### src/sv/tbpf_pkg.sv
// Shared types, codes and the multiply sequence table of the track boundary point filter.
`default_nettype none
package tbpf_pkg;

  localparam int FENCE_DEPTH_DEF = 4096;
  localparam int COORD_WIDTH_DEF = 32;

  localparam int FIELD_W    = 32;
  localparam int CMD_W      = 2;
  localparam int VIDX_W     = 12;
  localparam int CI_W       = 12;
  localparam int FC_W       = 13;
  localparam int MARGIN_W   = 16;
  localparam int M2_W       = 2 * MARGIN_W;
  localparam int CFG_IDX_W  = 2;
  localparam int CFG_DATA_W = 16;
  localparam int STEP_W     = 4;

  localparam logic [CMD_W-1:0] CMD_LOAD_INNER = 2'd0;
  localparam logic [CMD_W-1:0] CMD_LOAD_OUTER = 2'd1;
  localparam logic [CMD_W-1:0] CMD_CLASSIFY   = 2'd2;

  localparam logic [CFG_IDX_W-1:0] CFG_CLOSEST = 2'd0;
  localparam logic [CFG_IDX_W-1:0] CFG_FENCE   = 2'd1;
  localparam logic [CFG_IDX_W-1:0] CFG_MARGIN  = 2'd2;

  localparam logic [FC_W-1:0]     FENCE_RST  = 13'd2;
  localparam logic [MARGIN_W-1:0] MARGIN_RST = 16'd384;

  localparam logic [STEP_W-1:0] STEP_LAST = 4'd15;

  typedef enum logic [3:0] {
    MP_PAX_DX, MP_PAY_DY, MP_PBX_DX, MP_PBY_DY, MP_PAX_PBY, MP_PAY_PBX,
    MP_DX_DX, MP_DY_DY, MP_MG_MG, MP_CRH_CRH, MP_CRH_CRL, MP_CRL_CRL,
    MP_M2_LENL, MP_M2_LENH
  } mul_sel_t;

  typedef enum logic [2:0] {
    ACC_HOLD, ACC_LOAD, ACC_LOADNEG, ACC_ADD, ACC_SUB
  } acc_op_t;

  typedef enum logic [1:0] {SH_0, SH_H, SH_H1, SH_2H} sh_sel_t;

  typedef enum logic [2:0] {LT_NONE, LT_P1, LT_P2, LT_CR, LT_LEN, LT_M2} lat_t;

  typedef struct packed {
    mul_sel_t mp;
    acc_op_t  acc;
    sh_sel_t  sh;
    lat_t     lt;
  } uop_t;

  typedef struct packed {
    logic       capture;
    logic       start;
    logic       rd_en;
    logic [1:0] off;
    logic       outer;
    logic       cap_a;
    logic       diff;
    logic       emit;
    uop_t       uop;
  } ctl_cmd_t;

  typedef struct packed {
    logic mod_done;
    logic seg_ok;
  } ctl_sts_t;

  // One segment: projections, cross product, length, then cr^2 - m^2*len^2.
  // A latch reads the accumulator once the last product it needs has been registered and accumulated.
  function automatic uop_t step_uop(logic [STEP_W-1:0] step);
    uop_t u;
    u = '{mp: MP_PAX_DX, acc: ACC_HOLD, sh: SH_0, lt: LT_NONE};
    unique case (step)
      4'd0:  u = '{mp: MP_PAX_DX,  acc: ACC_LOAD,    sh: SH_0,  lt: LT_NONE};
      4'd1:  u = '{mp: MP_PAY_DY,  acc: ACC_ADD,     sh: SH_0,  lt: LT_NONE};
      4'd2:  u = '{mp: MP_PBX_DX,  acc: ACC_LOADNEG, sh: SH_0,  lt: LT_NONE};
      4'd3:  u = '{mp: MP_PBY_DY,  acc: ACC_SUB,     sh: SH_0,  lt: LT_P1};
      4'd4:  u = '{mp: MP_PAX_PBY, acc: ACC_LOAD,    sh: SH_0,  lt: LT_NONE};
      4'd5:  u = '{mp: MP_PAY_PBX, acc: ACC_SUB,     sh: SH_0,  lt: LT_P2};
      4'd6:  u = '{mp: MP_DX_DX,   acc: ACC_LOAD,    sh: SH_0,  lt: LT_NONE};
      4'd7:  u = '{mp: MP_DY_DY,   acc: ACC_ADD,     sh: SH_0,  lt: LT_CR};
      4'd8:  u = '{mp: MP_MG_MG,   acc: ACC_LOAD,    sh: SH_0,  lt: LT_NONE};
      4'd9:  u = '{mp: MP_CRH_CRH, acc: ACC_LOAD,    sh: SH_2H, lt: LT_LEN};
      4'd10: u = '{mp: MP_CRH_CRL, acc: ACC_ADD,     sh: SH_H1, lt: LT_M2};
      4'd11: u = '{mp: MP_CRL_CRL, acc: ACC_ADD,     sh: SH_0,  lt: LT_NONE};
      4'd12: u = '{mp: MP_M2_LENL, acc: ACC_SUB,     sh: SH_0,  lt: LT_NONE};
      4'd13: u = '{mp: MP_M2_LENH, acc: ACC_SUB,     sh: SH_H,  lt: LT_NONE};
      default: u = '{mp: MP_PAX_DX, acc: ACC_HOLD, sh: SH_0, lt: LT_NONE};
    endcase
    return u;
  endfunction

endpackage
`default_nettype wire

### src/sv/tbpf_addr.sv
// Vertex index generator: wrap count, centre index reduction and segment end indices.
`default_nettype none
module tbpf_addr #(
  parameter int FENCE_DEPTH = tbpf_pkg::FENCE_DEPTH_DEF
) (
  input  wire logic                                clk,
  input  wire logic                                rst_n,
  input  wire logic                                cfg_we,
  input  wire logic [tbpf_pkg::CFG_IDX_W-1:0]      cfg_index,
  input  wire logic [tbpf_pkg::CFG_DATA_W-1:0]     cfg_wdata,
  input  wire tbpf_pkg::ctl_cmd_t                  cmd,
  output logic                                     mod_done,
  output logic [$clog2(FENCE_DEPTH)-1:0]           rd_index
);

  localparam int IW = $clog2(FENCE_DEPTH);
  localparam int NW = (IW + 1 > tbpf_pkg::FC_W) ? IW + 1 : tbpf_pkg::FC_W;
  localparam int XW = NW + 1;
  localparam int CNT_W = $clog2(tbpf_pkg::CI_W);

  logic [tbpf_pkg::CI_W-1:0] ci_r;
  logic [tbpf_pkg::FC_W-1:0] fc_r;
  logic [IW-1:0]             c_r;
  logic [NW-1:0]             rem_r;
  logic [CNT_W-1:0]          cnt_r;
  logic                      busy_r;

  logic [NW-1:0] n_eff;
  logic [NW:0]   rem_sh;
  logic [NW-1:0] rem_nxt;
  logic [XW-1:0] u;
  logic [XW-1:0] v;

  // Clamp the count to the table.
  always_comb begin
    priority if (fc_r < tbpf_pkg::FC_W'(2)) begin
      n_eff = NW'(2);
    end else if (NW'(fc_r) > NW'(FENCE_DEPTH)) begin
      n_eff = NW'(FENCE_DEPTH);
    end else begin
      n_eff = NW'(fc_r);
    end
  end

  // One restoring remainder step per cycle.
  always_comb begin
    rem_sh = {rem_r, ci_r[cnt_r]};
    if (rem_sh >= (NW + 1)'(n_eff)) begin
      rem_nxt = NW'(rem_sh - (NW + 1)'(n_eff));
    end else begin
      rem_nxt = NW'(rem_sh);
    end
  end

  always_ff @(posedge clk) begin
    if (!rst_n) begin
      ci_r   <= '0;
      fc_r   <= tbpf_pkg::FENCE_RST;
      busy_r <= 1'b0;
      cnt_r  <= '0;
      rem_r  <= '0;
      c_r    <= '0;
    end else begin
      if (cfg_we && cfg_index == tbpf_pkg::CFG_CLOSEST) begin
        ci_r <= cfg_wdata[tbpf_pkg::CI_W-1:0];
      end
      if (cfg_we && cfg_index == tbpf_pkg::CFG_FENCE) begin
        fc_r <= cfg_wdata[tbpf_pkg::FC_W-1:0];
      end
      if (cmd.start) begin
        if (NW'(ci_r) < n_eff) begin
          c_r <= IW'(ci_r);
        end else begin
          busy_r <= 1'b1;
          rem_r  <= '0;
          cnt_r  <= CNT_W'(tbpf_pkg::CI_W - 1);
        end
      end else if (busy_r) begin
        rem_r <= rem_nxt;
        if (cnt_r == '0) begin
          c_r    <= IW'(rem_nxt);
          busy_r <= 1'b0;
        end else begin
          cnt_r <= cnt_r - CNT_W'(1);
        end
      end
    end
  end

  assign mod_done = !busy_r;

  // Index is centre + off - 2, wrapped once either way.
  always_comb begin
    u = XW'(c_r) + XW'(cmd.off);
    v = u - XW'(2);
    priority if (u < XW'(2)) begin
      rd_index = IW'(u + XW'(n_eff) - XW'(2));
    end else if (v >= XW'(n_eff)) begin
      rd_index = IW'(v - XW'(n_eff));
    end else begin
      rd_index = IW'(v);
    end
  end

`ifndef SYNTHESIS
  a_index_in_range: assert property (@(posedge clk) disable iff (!rst_n)
    cmd.rd_en |-> (NW'(rd_index) < n_eff))
    else $error("vertex index beyond wrap count");
`endif

endmodule
`default_nettype wire

### config.mk
export PLATFORM = sky130hd
export DESIGN_NAME = tbpf_addr
export DESIGN_NICKNAME = d
export VERILOG_FILES = /design/src/sv/tbpf_pkg.sv /design/src/sv/tbpf_addr.sv
export SDC_FILE = /design/constraint.sdc
export NUM_CORES = 1
export LEC_CHECK = 0
export BUFFER_PORTS_ARGS = -buffer_cell sky130_fd_sc_hd__buf_2
export CORE_ASPECT_RATIO = 0.7
export CORE_MARGIN = 2
export CORE_UTILIZATION = 55
export DETAILED_ROUTE_END_ITERATION = 8
export PLACE_DENSITY = 0.86
export SYNTH_ARGS = -nofsm -noshare
export SYNTH_HDL_FRONTEND = slang
export SYNTH_SLANG_ARGS = --single-unit
### constraint.sdc
create_clock -name clk -period 10.01 [get_ports clk]
set_input_delay 1.001 -clock clk [delete_from_list [all_inputs] [get_ports clk]]
set_output_delay 1.001 -clock clk [all_outputs]
set_load 0.02 [all_outputs]
==> qor.txt <==
status: completed
clock tree buffer depth: 2
HP Class: reg2reg
Initial Util: 56.60%
clk_lat worst skew: 0.30 ns
Min-Delay Startpoint: fc_r[0]
# DRC: 0
top cells by count, synth: nand2_1 (73), ha_1 (60), dfxtp_1 (55)
pwr/cell area: 243.6 nW/µm²
maximum fanout along the worst path: 18
first-pass GRT wire length: 24960 µm
max_cap viols: 0
final clock skew: 0.006294 ns
grt ovf: 0
Sw Pwr: 704.0 µW
DR vias: 5267
Fill cells: 835
post-CTS resize count: 0
antenna cell count: 0
Clock power frac: 12.7%
largest net degree at the start of global routing: 54
slew margin rel.: 21.24%
drt first pass iters: 5
num ports: 55
Area growth syn-to-layout: 6.344%
Die Wd: 123.6 µm
IO buf count: 33
vias per std cell: 6.502
hold endpoint: fc_r[0]
worst slew pin tran: 1.176 ns
# hold bufs at CTS: 0
dominant cell type by area after synthesis: dfxtp_1
CP Capture Type: primary output
Comb pwr share: 69.6%
Seq/Total Area, Yosys: 20.01%
Cell Area, Synth: 5503 µm²
Worst R2R Path Depth: 12
dpl hpwl: 12110 µm
Worst-path clk slew: 0.07 ns
H-tree Lvls: 2
row count: 30
die height: 87.69 µm
Post-CTS Setup Inserts: 0
clock root cell: clkbuf_16
Synth Flop Type: dfxtp_1
FFs w/ async S/R, synth: 0%
switching share of total power: 49.37%
final worst-path cycle share: 67.74%
Pleak: 0.002344 µW
count leader, synth: nand2_1
Yosys top cell area share: 20.01%
Mapped Avg Cell Area: 8.250 µm²
routed wire length: 15480 µm
TritonCTS Buffers: 5
Final Max Tran Viols: 0
hold-critical path depth: 2
Seq cells post-synth: 55
syn_nets: 773
Startpoint Class: input port
unrepaired setup endpoints after global routing: false
area occupied by multi-input gates: 4143 µm²
FMAX: 147.5 MHz
layout cell share with drive strength beyond 1: 11.29%
worst path required time: 9.01 ns
largest cells by area after synthesis: dfxtp_1 (20%), ha_1 (14%), nand2_1 (5.0%)
total track usage: 29.54%
CTS tree: built
1st-iter DRT viols: 571
DR WL/cell: 19.11 µm
FF-to-FF End: c_r[2]
critical setup path kind: in2out
final core utilization: 60.19%
crit path time final: 6.780 ns
Final Hold Fails: 0
initial antenna violation count: 0
Worst R2R Setup Slack: 5.73 ns
Reg power frac: 17.8%
final setup violation count: 0
Die ar.: 10830 µm²
Synth cell types: 80
Nets: 787
CORE AREA: 9722 µm²
Synth Warn #: 0
Max VDD drop: 136.7 µV
vias in the first global route: 4971
Pint: 721.8 µW
Setup TNS Final: 0 ns
sequential standard cell area: 1101 µm²
clock sinks: 55
synthesized instance count: 667
DRT antenna net count: 0
RePlAce Congestion: 0.9302
R2R Path Start: fc_r[6]
worst endpoint data arrival time: 5.78 ns
Post-synth EDFFs: 0
-- flip-flops by register name (all words and copies together), names as in the netlist --
register  count
fc_r         13
rem_r        13
c_r          12
ci_r         12
cnt_r         4
busy_r        1
-- through the flow --
stage	cell area, µm²	worst slack (ns)	instances	power (µW)	hold WS [ns]
finish	5852	3.230	810	1426	0.4899
CTS	5852	3.368	810	1405	0.4914
global route	5852	3.059	810	1514	0.5071
global placement	5704	3.491	802	1191	0.4583
floorplan	5503	4.271	667	1007	0.4435
detailed placement	5704	3.375	802	1224	0.4742
-- cell type report --
type,instances,share of cell area (%)
Inverter,34,2.181
Clock buffer,5,2.138
Clock inverter,3,0.3849
Sequential cell,55,18.82
Multi-Input combinational cell,551,70.79
Tap cell,128,2.737
Timing Repair Buffer,34,2.951
-- logic make-up (layout without fill, tap and decap cells) --
logic type | Yosys count | count (layout) | synth area share [%]
muxes | 31 | 31 | 6.525
DFF | 55 | 55 | 20.01
and+or+nand+nor | 230 | 230 | 22.65
xor gates and xnor gates | 44 | 44 | 7.140
adders and majority gates | 64 | 64 | 15.10
AOI/OAI and AO/OA | 182 | 182 | 23.78
buffers and inverters | 61 | 76 | 4.798
-- routing by layer --
metal / track usage [%] / vias up / wire (µm)
li1: - / 2482 / -
met1: 42.45 / 2513 / 6944
met2: 44.71 / 240 / 6706
met3: 6.901 / 32 / 1559
met4: 7.335 / 0 / 265
met5: 0 / - / 0
-- worst max-delay path, stage by stage --
cell       delay (ns)
buf_2            0.11
ha_1             0.25
fa_1             0.49
and4_1           0.30
xnor2_1          0.15
a32o_1           0.33
nand4bb_4        0.13
or2_1            0.65
o21ai_1          0.18
ha_1             0.24
nor4_1           0.49
o31ai_1          0.22
a21oi_1          0.39
o22a_2           0.32
nor4_2           0.08
a221o_1          0.28
buf_2            0.16
-- cell usage in the layout (no fill, tap or decap), types with 5 or more instances in the layout --
cell type,Yosys,routed
nand2_1,73,73
o31ai_1,6,6
a21o_1,15,15
o2bb2ai_1,10,10
xnor2_1,31,31
nor2b_1,26,26
nor3_1,14,14
o21a_1,10,10
or3_1,10,10
xor2_1,12,12
a21boi_0,13,13
buf_2,1,33
a211oi_1,12,12
a21oi_1,25,25
clkbuf_16,0,5
nor4_1,5,5
ha_1,60,60
o21ai_0,28,28
dfxtp_1,55,55
nand4_1,9,9
a31oi_1,10,10
mux2i_1,24,24
inv_1,34,34
nand3_1,17,17
nor2_1,35,35
o21ai_1,5,5
-- power groups by stage --
stage / Sequential, µW / Combinational [µW] / Clock (µW)
global placement: 256 / 935 / 0
finish: 253 / 992 / 181
detailed placement: 257 / 967 / 0
global route: 255 / 1070 / 190
CTS: 252 / 972 / 180
floorplan: 248 / 760 / 0
-- worst max path at each step --
stage | start | end | depth (start not counted)
final | cmd[16] | rd_index[5] | 17
after floorplan | cmd[16] | rd_index[1] | 16
after global routing | cmd[16] | rd_index[5] | 17
after global placement | cmd[16] | rd_index[1] | 16
after detailed placement | cmd[16] | rd_index[5] | 17
after CTS | cmd[16] | rd_index[5] | 17
Power figures use the tool's default switching activity.
