File: config.mk
export PLATFORM = sky130hd
export DESIGN_NAME = tbpf_ctrl
export DESIGN_NICKNAME = d
export VERILOG_FILES = /design/src/sv/tbpf_pkg.sv /design/src/sv/tbpf_ctrl.sv
export SDC_FILE = /design/constraint.sdc
export NUM_CORES = 1
export LEC_CHECK = 0
export ABC_CLOCK_PERIOD_IN_PS = 2150
export BUFFER_PORTS_ARGS = -buffer_cell sky130_fd_sc_hd__buf_2
export CORE_AREA = 3 3 54 56
export DETAILED_ROUTE_END_ITERATION = 8
export DIE_AREA = 0 0 57 59
export PLACE_DENSITY = 0.74
export SLEW_MARGIN = 40
export SYNTH_ARGS = -nofsm -noshare
export SYNTH_HDL_FRONTEND = slang
export SYNTH_SLANG_ARGS = --single-unit
export TNS_END_PERCENT = 5
File: constraint.sdc
create_clock -name clk -period 2.15 [get_ports clk]
set_clock_uncertainty 0.1 [all_clocks]
set_input_delay 0.3225 -clock clk [delete_from_list [all_inputs] [get_ports clk]]
set_output_delay 0.3225 -clock clk [all_outputs]
set_load 0.05 [all_outputs]
File: src/sv/tbpf_pkg.sv
// Shared types, codes and the multiply sequence table of the track boundary point filter.
`default_nettype none
package tbpf_pkg;

  localparam int FENCE_DEPTH_DEF = 4096;
  localparam int COORD_WIDTH_DEF = 32;

  localparam int FIELD_W    = 32;
  localparam int CMD_W      = 2;
  localparam int VIDX_W     = 12;
  localparam int CI_W       = 12;
  localparam int FC_W       = 13;
  localparam int MARGIN_W   = 16;
  localparam int M2_W       = 2 * MARGIN_W;
  localparam int CFG_IDX_W  = 2;
  localparam int CFG_DATA_W = 16;
  localparam int STEP_W     = 4;

  localparam logic [CMD_W-1:0] CMD_LOAD_INNER = 2'd0;
  localparam logic [CMD_W-1:0] CMD_LOAD_OUTER = 2'd1;
  localparam logic [CMD_W-1:0] CMD_CLASSIFY   = 2'd2;

  localparam logic [CFG_IDX_W-1:0] CFG_CLOSEST = 2'd0;
  localparam logic [CFG_IDX_W-1:0] CFG_FENCE   = 2'd1;
  localparam logic [CFG_IDX_W-1:0] CFG_MARGIN  = 2'd2;

  localparam logic [FC_W-1:0]     FENCE_RST  = 13'd2;
  localparam logic [MARGIN_W-1:0] MARGIN_RST = 16'd384;

  localparam logic [STEP_W-1:0] STEP_LAST = 4'd15;

  typedef enum logic [3:0] {
    MP_PAX_DX, MP_PAY_DY, MP_PBX_DX, MP_PBY_DY, MP_PAX_PBY, MP_PAY_PBX,
    MP_DX_DX, MP_DY_DY, MP_MG_MG, MP_CRH_CRH, MP_CRH_CRL, MP_CRL_CRL,
    MP_M2_LENL, MP_M2_LENH
  } mul_sel_t;

  typedef enum logic [2:0] {
    ACC_HOLD, ACC_LOAD, ACC_LOADNEG, ACC_ADD, ACC_SUB
  } acc_op_t;

  typedef enum logic [1:0] {SH_0, SH_H, SH_H1, SH_2H} sh_sel_t;

  typedef enum logic [2:0] {LT_NONE, LT_P1, LT_P2, LT_CR, LT_LEN, LT_M2} lat_t;

  typedef struct packed {
    mul_sel_t mp;
    acc_op_t  acc;
    sh_sel_t  sh;
    lat_t     lt;
  } uop_t;

  typedef struct packed {
    logic       capture;
    logic       start;
    logic       rd_en;
    logic [1:0] off;
    logic       outer;
    logic       cap_a;
    logic       diff;
    logic       emit;
    uop_t       uop;
  } ctl_cmd_t;

  typedef struct packed {
    logic mod_done;
    logic seg_ok;
  } ctl_sts_t;

  // One segment: projections, cross product, length, then cr^2 - m^2*len^2.
  // A latch reads the accumulator once the last product it needs has been registered and accumulated.
  function automatic uop_t step_uop(logic [STEP_W-1:0] step);
    uop_t u;
    u = '{mp: MP_PAX_DX, acc: ACC_HOLD, sh: SH_0, lt: LT_NONE};
    unique case (step)
      4'd0:  u = '{mp: MP_PAX_DX,  acc: ACC_LOAD,    sh: SH_0,  lt: LT_NONE};
      4'd1:  u = '{mp: MP_PAY_DY,  acc: ACC_ADD,     sh: SH_0,  lt: LT_NONE};
      4'd2:  u = '{mp: MP_PBX_DX,  acc: ACC_LOADNEG, sh: SH_0,  lt: LT_NONE};
      4'd3:  u = '{mp: MP_PBY_DY,  acc: ACC_SUB,     sh: SH_0,  lt: LT_P1};
      4'd4:  u = '{mp: MP_PAX_PBY, acc: ACC_LOAD,    sh: SH_0,  lt: LT_NONE};
      4'd5:  u = '{mp: MP_PAY_PBX, acc: ACC_SUB,     sh: SH_0,  lt: LT_P2};
      4'd6:  u = '{mp: MP_DX_DX,   acc: ACC_LOAD,    sh: SH_0,  lt: LT_NONE};
      4'd7:  u = '{mp: MP_DY_DY,   acc: ACC_ADD,     sh: SH_0,  lt: LT_CR};
      4'd8:  u = '{mp: MP_MG_MG,   acc: ACC_LOAD,    sh: SH_0,  lt: LT_NONE};
      4'd9:  u = '{mp: MP_CRH_CRH, acc: ACC_LOAD,    sh: SH_2H, lt: LT_LEN};
      4'd10: u = '{mp: MP_CRH_CRL, acc: ACC_ADD,     sh: SH_H1, lt: LT_M2};
      4'd11: u = '{mp: MP_CRL_CRL, acc: ACC_ADD,     sh: SH_0,  lt: LT_NONE};
      4'd12: u = '{mp: MP_M2_LENL, acc: ACC_SUB,     sh: SH_0,  lt: LT_NONE};
      4'd13: u = '{mp: MP_M2_LENH, acc: ACC_SUB,     sh: SH_H,  lt: LT_NONE};
      default: u = '{mp: MP_PAX_DX, acc: ACC_HOLD, sh: SH_0, lt: LT_NONE};
    endcase
    return u;
  endfunction

endpackage
`default_nettype wire

File: src/sv/tbpf_ctrl.sv
// Controller: input handshake, segment sequencing over both tables, result register.
`default_nettype none
module tbpf_ctrl (
  input  wire logic                          clk,
  input  wire logic                          rst_n,
  input  wire logic                          in_valid,
  input  wire logic [tbpf_pkg::CMD_W-1:0]    in_command,
  output logic                               in_stall,
  output logic                               out_valid,
  input  wire logic                          out_stall,
  input  wire tbpf_pkg::ctl_sts_t            sts,
  output tbpf_pkg::ctl_cmd_t                 cmd
);

  typedef enum logic [2:0] {
    ST_IDLE, ST_MOD, ST_RD_A, ST_RD_B, ST_DIFF, ST_MUL, ST_EMIT
  } state_t;

  state_t                        state_r;
  logic [tbpf_pkg::STEP_W-1:0]   step_r;
  logic [1:0]                    seg_r;
  logic                          outer_r;
  logic                          out_valid_r;

  assign in_stall  = (state_r != ST_IDLE);
  assign out_valid = out_valid_r;

  always_comb begin
    cmd         = '0;
    cmd.uop     = '{mp: tbpf_pkg::MP_PAX_DX, acc: tbpf_pkg::ACC_HOLD,
                    sh: tbpf_pkg::SH_0, lt: tbpf_pkg::LT_NONE};
    cmd.outer   = outer_r;
    cmd.off     = seg_r;
    unique case (state_r)
      ST_IDLE: begin
        cmd.capture = in_valid;
        cmd.start   = in_valid && in_command == tbpf_pkg::CMD_CLASSIFY;
      end
      ST_MOD: ;
      ST_RD_A: cmd.rd_en = 1'b1;
      ST_RD_B: begin
        cmd.rd_en = 1'b1;
        cmd.cap_a = 1'b1;
        cmd.off   = seg_r + 2'd1;
      end
      ST_DIFF: cmd.diff = 1'b1;
      ST_MUL:  cmd.uop  = tbpf_pkg::step_uop(step_r);
      ST_EMIT: cmd.emit = !out_valid_r || !out_stall;
      default: ;
    endcase
  end

  always_ff @(posedge clk) begin
    if (!rst_n) begin
      state_r     <= ST_IDLE;
      step_r      <= '0;
      seg_r       <= '0;
      outer_r     <= 1'b0;
      out_valid_r <= 1'b0;
    end else begin
      // Load a new result, else drop the one just transferred.
      priority if (state_r == ST_EMIT && (!out_valid_r || !out_stall)) begin
        out_valid_r <= 1'b1;
      end else if (out_valid_r && !out_stall) begin
        out_valid_r <= 1'b0;
      end else begin
        out_valid_r <= out_valid_r;
      end
      unique case (state_r)
        ST_IDLE: begin
          if (in_valid && in_command == tbpf_pkg::CMD_CLASSIFY) begin
            state_r <= ST_MOD;
          end
        end
        ST_MOD: begin
          if (sts.mod_done) begin
            seg_r   <= '0;
            outer_r <= 1'b0;
            state_r <= ST_RD_A;
          end
        end
        ST_RD_A: state_r <= ST_RD_B;
        ST_RD_B: state_r <= ST_DIFF;
        ST_DIFF: begin
          step_r  <= '0;
          state_r <= ST_MUL;
        end
        ST_MUL: begin
          if (step_r == tbpf_pkg::STEP_LAST) begin
            // First match on a boundary settles it; move on or finish.
            priority if (sts.seg_ok && !outer_r) begin
              outer_r <= 1'b1;
              seg_r   <= '0;
              state_r <= ST_RD_A;
            end else if (sts.seg_ok) begin
              state_r <= ST_EMIT;
            end else if (seg_r == 2'd2) begin
              state_r <= ST_IDLE;
            end else begin
              seg_r   <= seg_r + 2'd1;
              state_r <= ST_RD_A;
            end
          end else begin
            step_r <= step_r + tbpf_pkg::STEP_W'(1);
          end
        end
        ST_EMIT: begin
          if (!out_valid_r || !out_stall) begin
            state_r <= ST_IDLE;
          end
        end
        default: state_r <= ST_IDLE;
      endcase
    end
  end

`ifndef SYNTHESIS
  a_drop_after_last: assert property (@(posedge clk) disable iff (!rst_n)
    (state_r == ST_MUL && step_r == tbpf_pkg::STEP_LAST && !sts.seg_ok
     && seg_r == 2'd2) |=> (state_r == ST_IDLE))
    else $error("no return to idle after last failing segment");
  a_result_from_emit: assert property (@(posedge clk) disable iff (!rst_n)
    $rose(out_valid_r) |-> $past(state_r == ST_EMIT))
    else $error("result raised outside emit");
  a_seg_bound: assert property (@(posedge clk) disable iff (!rst_n)
    (state_r == ST_RD_A) |-> (seg_r != 2'd3))
    else $error("segment counter out of range");
`endif

endmodule
`default_nettype wire

==> results.txt, run 1 <==
H-tree Lvls: 1
synth unique cells: 43
final setup fails: 0
DP HPWL: 2.07 mm
RR Startpoint: step_r[1]
Seq/Total Area, Yosys: 0.353
crit share post-route: 0.941
Initial Util: 0.503
All-Layer GR Usage: 0.168
largest net degree at the start of global routing: 13
Finished Core Util: 0.611
routed vias: 1139
Final Net Count: 196
CP required: 2.27 ns
Syn. warnings: 0
switching pwr: 0.294 mW
CTS sink cnt: 22
Die Ht: 59 um
min Tclk post-route: 2.02 ns
asr flop ratio synth: 0
antenna viol nets, final: 0
critical hold path startpoint: out_stall
fmax: 494 MHz
outcome: complete, no violations
drt pass-1 iters: 4
Top Ports: 31
clock group share of total power: 0.258
cells after synthesis: 149
Non-Filler Instances: 213
Critical Path AT: 2.14 ns
worst-skew pair later-pin latency: 0.31 ns
DIE WIDTH: 57 um
share of cells above drive strength 1: 0.322
final slew viol count: 0
cell taking the most area after synthesis: dfxtp_1
design area: 1510 sq um
Fill cells: 220
Final Hold Viols: 0
# Max-Cap Violations: 0
PD cells: 587 nW/um^2
setup ws final: 0.127 ns
Largest stage delay, worst path: 0.39 ns
first-pass GRT wire length: 4.44 mm
Via density: 5.35
Post-CTS Hold Fix Bufs: 0
CTS root buf: clkbuf_4
Core Region: 2480 sq um
Hold Crit Depth: 3
antenna violations before repair: 0
Comb pwr share: 0.249
pre-CTS WS: 0.00903 ns
Routed WL per cell: 12.9 um
Post-route DRC: 0
Post-synth EDFFs: 0
vias in the first global route: 994
worst vdd ir: 0.000463 V
P_int: 0.595 mW
Fin Setup TNS: 0 ns
Port Buffers: 30
Clock transition at path regs: 0.12 ns
ANT cells: 0
Setup crit end kind: register
Tightest Pin Transition: 0.493 ns
crit path max fanout: 5
total CTS buffers: 3
Hold WS: 0.211 ns
synthesized area: 1250 sq um
DP Area: 1430 sq um
placed insts: 208
CP Class: reg -> reg
syn_nets: 161
Sequential Power Share: 0.493
Pleak: 0.709 nW
Total Routed Length: 2.75 mm
area grow syn2layout: 21.5%
synth top area cells: dfxtp_1 (35%), and2_1 (6.5%), ha_1 (4.0%)
worst reg2reg setup slack: 0.13 ns
R2R depth: 8
1st-iter DRT viols: 33
CP max-delay cell: dfxtp_1
CTS tree: yes
Syn Area/Cell: 8.36 sq um
worst-path cell chain: ha_2 > and3_1 > nor2_2 > mux2_2 > nand2_2 > inv_1 > ha_1 > mux2_4
Synth top area share: 0.353
standard-cell row count: 18
Slew HR: 0.669
Synth Register Bits: 22
switch share: 0.331
clk buf depth: 2
Startpoint Class: register
PnR Total Power: 0.889 mW
placer's final routability congestion estimate: 0.820
die area: 3360 sq um
type of the tightest min-delay check: in -> reg
worst-case hold path end point: out_valid
GRT Residual Overflow: 0
Synth Flop Type: dfxtp_1
[power by group through the flow]
stage | registers (mW) | clock network [mW] | logic (mW)
global route | 0.441 | 0.249 | 0.237
detailed placement | 0.445 | 0 | 0.218
global placement | 0.444 | 0 | 0.215
finish | 0.438 | 0.230 | 0.221
CTS | 0.437 | 0.233 | 0.218
floorplan | 0.437 | 0 | 0.180
[what timing repair did]
| item | 4_1_cts | 5_1_grt |
|---|---|---|
| gates resized for setup | 3 | 14 |
| pin swaps | 0 | 1 |
| gates cloned | 0 | 0 |
| endpoints found under the setup margin | 15 | 17 |
| buffers inserted | 0 | 1 |
[worst max-delay path: cells and delay by family, from the launching register on]
kind,cells,cell delay (ns)
simple gates,3,0.38
buf+inv,1,0.06
mux,2,0.54
fa+ha+maj,2,0.45
flops,1,0.39
[synth_stat cells, types with 3 or more instances]
cell type  instances
o21ai_0            4
ha_1               4
nand2_1           11
mux2i_1            4
nor2b_1            3
a21oi_1            9
buf_4              5
dfxtp_1           22
nand2b_1           5
a21boi_0           3
and2_1            13
nor2_1            13
inv_1             10
[worst max-delay path by stage]
| stage | from | to | slack, ns | cells past startpoint |
|---|---|---|---|---|
| floorplan | state_r[0] | cmd[17] | 0.01 | 5 |
| global placement | step_r[1] | register | 0.11 | 8 |
| detailed placement | step_r[1] | register | 0.009 | 8 |
| CTS | state_r[0] | cmd[17] | 0.02 | 6 |
| global route | step_r[1] | register | -0.005 | 9 |
| finish | step_r[1] | register | 0.13 | 8 |
[final cells by class]
cell class / instances / area (sq um) / area share
Multi-Input combinational cell: 108 / 723 / 0.478
Sequential cell: 22 / 444 / 0.293
Timing Repair Buffer: 39 / 235 / 0.155
Inverter: 10 / 37.5 / 0.0248
Tap cell: 30 / 37.5 / 0.0248
Clock buffer: 4 / 36.3 / 0.0240
[routing by layer]
layer | global-route usage | share of wire | vias to the layer above
met2 | 0.284 | 0.49 | 27
met4 | 0.0497 | 0.0094 | 0
met5 | 0 | 0 | -
li1 | - | - | 575
met3 | 0.0327 | 0.047 | 4
met1 | 0.219 | 0.45 | 533
[cell families (layout without fill, tap and decap cells)]
| logic type | after synthesis | after routing | synth area share |
|---|---|---|---|
| simple gates | 67 | 67 | 0.302 |
| mux | 7 | 7 | 0.0622 |
| buf+inv | 19 | 53 | 0.0853 |
| xor+xnor | 1 | 1 | 0.00703 |
| compound gates | 29 | 29 | 0.150 |
| fa+ha+maj | 4 | 4 | 0.0402 |
| flops | 22 | 22 | 0.353 |
[cells in the final DEF, fill, tap and decap left out, types with 5 or more instances in the layout]
cell type / n
a21oi_1: 8
nand2b_1: 5
dfxtp_1: 19
and2_1: 13
inv_1: 10
buf_4: 9
clkbuf_4: 10
nand2_1: 10
nor2_1: 11
buf_2: 23
(Power assumes the default switching activity.)
==> run 2: changes to the inputs <==
CTS_BUF_LIST = sky130_fd_sc_hd__clkbuf_16   (was default)
==> results.txt, run 2 (synthesized netlist as in run 1, its figures left out) <==
multi-input logic area: 729 sq um (+0.87%)
Post-route DRC: 0 (unchanged)
Post-CTS Hold Fix Bufs: 0 (unchanged)
Initial Util: 0.503 (unchanged)
most common cell after layout, fill and taps aside: buf_2
PnR Total Power: 1.05 mW (+18%)
Finished Core Util: 0.620 (+0.00859)
worst vdd ir: 0.000470 V (+1.6%)
antenna violations before repair: 0 (unchanged)
worst-skew pair later-pin latency: 0.25 ns (-0.06 ns)
min Tclk post-route: 2.10 ns (+0.0790 ns)
DIE WIDTH: 57 um (unchanged)
Total Routed Length: 2.94 mm (+6.8%)
outcome: complete, no violations
PD cells: 682 nW/um^2 (+16%)
most frequent cells in the layout: buf_2 (30), dfxtp_1 (21), and2_1 (13), nor2_1 (11)
routed vias: 1168 (+2.5%)
ANT cells: 0 (unchanged)
Hold WS: 0.275 ns (+0.0642 ns)
Startpoint Class: register
Tightest Pin Transition: 0.513 ns (+0.0204 ns)
Final Net Count: 195 (-0.51%)
clk buf depth: 2 (unchanged)
Core Region: 2480 sq um (unchanged)
Slew HR: 0.656 (-0.0137)
final slew viol count: 0 (unchanged)
CTS root buf: clkbuf_16
total CTS buffers: 3 (unchanged)
worst reg2reg setup slack: 0.05 ns (-0.08 ns)
CTS tree: yes
largest net degree at the start of global routing: 13 (unchanged)
register area: 442 sq um (-0.56%)
die area: 3360 sq um (unchanged)
standard-cell row count: 18 (unchanged)
fmax: 476 MHz (-3.8%)
DP Area: 1430 sq um (unchanged)
CP required: 2.25 ns (-0.02 ns)
design area: 1540 sq um (+1.4%)
Fin Setup TNS: 0 ns (unchanged)
crit share post-route: 0.977 (+0.0367)
Critical Path AT: 2.20 ns (+0.06 ns)
setup ws final: 0.0484 ns (-0.0790 ns)
DP HPWL: 2.07 mm (unchanged)
Final Hold Viols: 0 (unchanged)
Routed WL per cell: 13.9 um (+7.3%)
crit path max fanout: 5 (unchanged)
antenna viol nets, final: 0 (unchanged)
type of the tightest min-delay check: in -> reg
CP Class: reg -> reg
placer's final routability congestion estimate: 0.820 (unchanged)
Top Ports: 31 (unchanged)
CTS sink cnt: 22 (unchanged)
GRT Residual Overflow: 0 (unchanged)
share of cells above drive strength 1: 0.297 (-0.0257)
vias in the first global route: 1052 (+5.8%)
area grow syn2layout: 23.2%
drt pass-1 iters: 5 (+1)
Post-CTS Setup Bufs: 0 (unchanged)
pre-CTS WS: 0.00903 ns (unchanged)
Pleak: 0.725 nW (+2.2%)
first-pass GRT wire length: 4.73 mm (+6.7%)
placed insts: 208 (unchanged)
All-Layer GR Usage: 0.180 (+0.0124)
Clock transition at path regs: 0.06 ns (-0.06 ns)
Non-Filler Instances: 212 (-0.47%)
# Max-Cap Violations: 0 (unchanged)
Die Ht: 59 um (unchanged)
H-tree Lvls: 1 (unchanged)
Via density: 5.51 (+3.0%)
Setup crit end kind: register
Fill cells: 208 (-5.5%)
final setup fails: 0 (unchanged)
1st-iter DRT viols: 21 (-36%)
Port Buffers: 30 (unchanged)
[run 2: metal layers]
layer,wire length [um],global-route usage,vias up
li1,-,-,575
met3,179,0.0283,7
met4,42,0.0762,0
met1,1250,0.223,543
met5,0,0,-
met2,1460,0.313,43
[run 2: cell type report]
cell class | instances | area share
Multi-Input combinational cell | 108 | 0.475
Sequential cell | 22 | 0.288
Timing Repair Buffer | 38 | 0.137
Clock buffer | 3 | 0.0489
Inverter | 10 | 0.0244
Tap cell | 30 | 0.0244
Clock inverter | 1 | 0.00244
[run 2: what timing repair did]
action | 4_1_cts | 5_1_grt
gates resized for setup | 1 | 7
endpoints found under the setup margin | 1 | 18
cloned | 0 | 0
[run 2: worst paths after layout]
check | end | depth (start not counted) | startpoint
setup / recovery | register | 8 | step_r[1]
hold / removal | out_valid | 3 | out_stall
setup reg to reg | register | 8 | step_r[1]
hold reg to reg | out_valid | 2 | out_valid
[run 2: critical path: stages (launching register included)]
cell     delay (ns)
dfxtp_1        0.35
ha_4           0.19
and3_1         0.21
nor3b_1        0.36
o21ai_1        0.20
inv_1          0.10
ha_1           0.24
mux2i_1        0.16
a22o_1         0.15
[run 2: report_power, final]
part / switching (mW) / internal, mW
combinational: 0.151 / 0.0702
clock: 0.140 / 0.248
sequential: 0.0185 / 0.420
==> run 3: changes to the inputs <==
BUFFER_PORTS_ARGS = default   (was -buffer_cell sky130_fd_sc_hd__buf_2)
DONT_BUFFER_PORTS = 1   (was default)
MAX_ROUTING_LAYER = met4   (was default)
PLACE_DENSITY = default   (was 0.74)
PLACE_DENSITY_LB_ADDON = 0.25   (was default)
==> results.txt, run 3 (synthesized netlist as in run 1, its figures left out) <==
RSZ-0062 raised after global routing: false
PD cells: 742 nW/um^2 (+8.8%)
worst vdd ir: 0.000577 V (+23%)
DP HPWL: 2.06 mm (-0.34%)
H-tree Lvls: 1 (unchanged)
first-pass GRT wire length: 4.50 mm (-5.0%)
area grow syn2layout: 26.3%
R2R depth: 8 (unchanged)
All-Layer GR Usage: 0.175 (-0.00494)
Slew HR: 0.669 (+0.0137)
worst path buffer plus inverter count: 1 (unchanged)
antenna violations before repair: 0 (unchanged)
CP Depth: 8 (unchanged)
placer's final routability congestion estimate: 0.828 (+0.94%)
Setup crit end kind: register
worst-path cell chain: ha_2 > and3_1 > nor2_2 > mux2_2 > nand2_2 > inv_1 > ha_1 > mux2_4
Initial Util: 0.503 (unchanged)
Final Hold Viols: 0 (unchanged)
Hold Crit Depth: 1 (-2)
Post-route DRC: 0 (unchanged)
CP Class: reg -> reg
Clock transition at path regs: 0.06 ns (about the same)
Hold WS: 0.0907 ns (-0.185 ns)
share of cells above drive strength 1: 0.259 (-0.0379)
vias in the first global route: 1025 (-2.6%)
DIE WIDTH: 57 um (unchanged)
GRT Residual Overflow: 0 (unchanged)
setup ws final: 0.106 ns (+0.0572 ns)
pre-CTS WS: 0.0679 ns (+0.0588 ns)
fmax: 489 MHz (+2.8%)
CTS root buf: clkbuf_16
Tightest Pin Transition: 0.500 ns (-0.0139 ns)
min Tclk post-route: 2.04 ns (-0.0572 ns)
1st-iter DRT viols: 23 (+9.5%)
final slew viol count: 0 (unchanged)
CP max-delay cell: dfxtp_1
CTS sink cnt: 22 (unchanged)
largest net degree at the start of global routing: 16 (+3)
worst-skew pair later-pin latency: 0.25 ns (about the same)
Die Ht: 59 um (unchanged)
Routed WL per cell: 13.5 um (-2.9%)
standard-cell row count: 18 (unchanged)
most common cell after layout, fill and taps aside: buf_4
die area: 3360 sq um (unchanged)
Port Buffers: 0 (-100%)
Post-CTS Hold Fix Bufs: 0 (unchanged)
Critical Path AT: 2.09 ns (-0.11 ns)
crit-path leading delay family: multiplexers
most frequent cells in the layout: buf_4 (23), dfxtp_1 (21), and2_1 (13), nor2_1 (11)
Startpoint Class: register
CTS tree: yes
Via density: 5.49 (-0.44%)
Pleak: 0.690 nW (-4.8%)
total CTS buffers: 3 (unchanged)
Top Ports: 31 (unchanged)
drt pass-1 iters: 4 (-1)
CP required: 2.19 ns (-0.06 ns)
crit path max fanout: 5 (unchanged)
ANT cells: 0 (unchanged)
Core Region: 2480 sq um (unchanged)
Fin Setup TNS: 0 ns (unchanged)
antenna viol nets, final: 0 (unchanged)
type of the tightest min-delay check: in -> reg
Final Net Count: 183 (-6.2%)
outcome: complete, no violations
# Max-Cap Violations: 0 (unchanged)
routed vias: 1097 (-6.1%)
Largest stage delay, worst path: 0.37 ns (about the same)
final setup fails: 0 (unchanged)
Total Routed Length: 2.69 mm (-8.4%)
crit share post-route: 0.951 (-0.0266)
clk buf depth: 2 (unchanged)
## run 3: per-stage QoR
stage | instance area (sq um) | total power, mW | std cells | utilization
global route | 1570 | 1.21 | 200 | 0.635
CTS | 1560 | 1.18 | 200 | 0.629
global placement | 1450 | 0.657 | 196 | 0.587
finish | 1570 | 1.17 | 200 | 0.635
floorplan | 1250 | 0.617 | 149 | -
detailed placement | 1450 | 0.661 | 196 | 0.587
## run 3: area by class of cell
type                    count  area [sq um]
fillers                   218           903
multi-input cells         108           719
flip-flops and latches     22           442
repair buffers             26           233
clock buffers               3          75.1
inverters                  10          37.5
well taps                  30          37.5
clock inverters             1          30.0
## run 3: what timing repair did
action                     4_1_cts  5_1_grt
setup endpoints to repair        0       16
resized for setup                0        7
buffers inserted                 0        0
## run 3: power by group
part,total (mW),internal [mW],leakage (nW),switching (mW)
Sequential,0.442,0.419,0.178,0.0226
Combinational,0.214,0.0723,0.461,0.141
Clock,0.513,0.369,0.0511,0.144
## run 3: worst paths after layout
path | startpoint | to | slack, ns
setup / recovery | step_r[1] | register | 0.11
hold / removal | rst_n | state_r[2] | 0.09
setup reg to reg | step_r[1] | register | 0.11
hold reg to reg | out_valid | out_valid | 0.39
## run 3: metal layers
metal	global-route usage	share of wire
met1	0.211	0.43
met2	0.295	0.49
met3	0.0283	0.062
met4	0.0695	0.024
met5	-	0
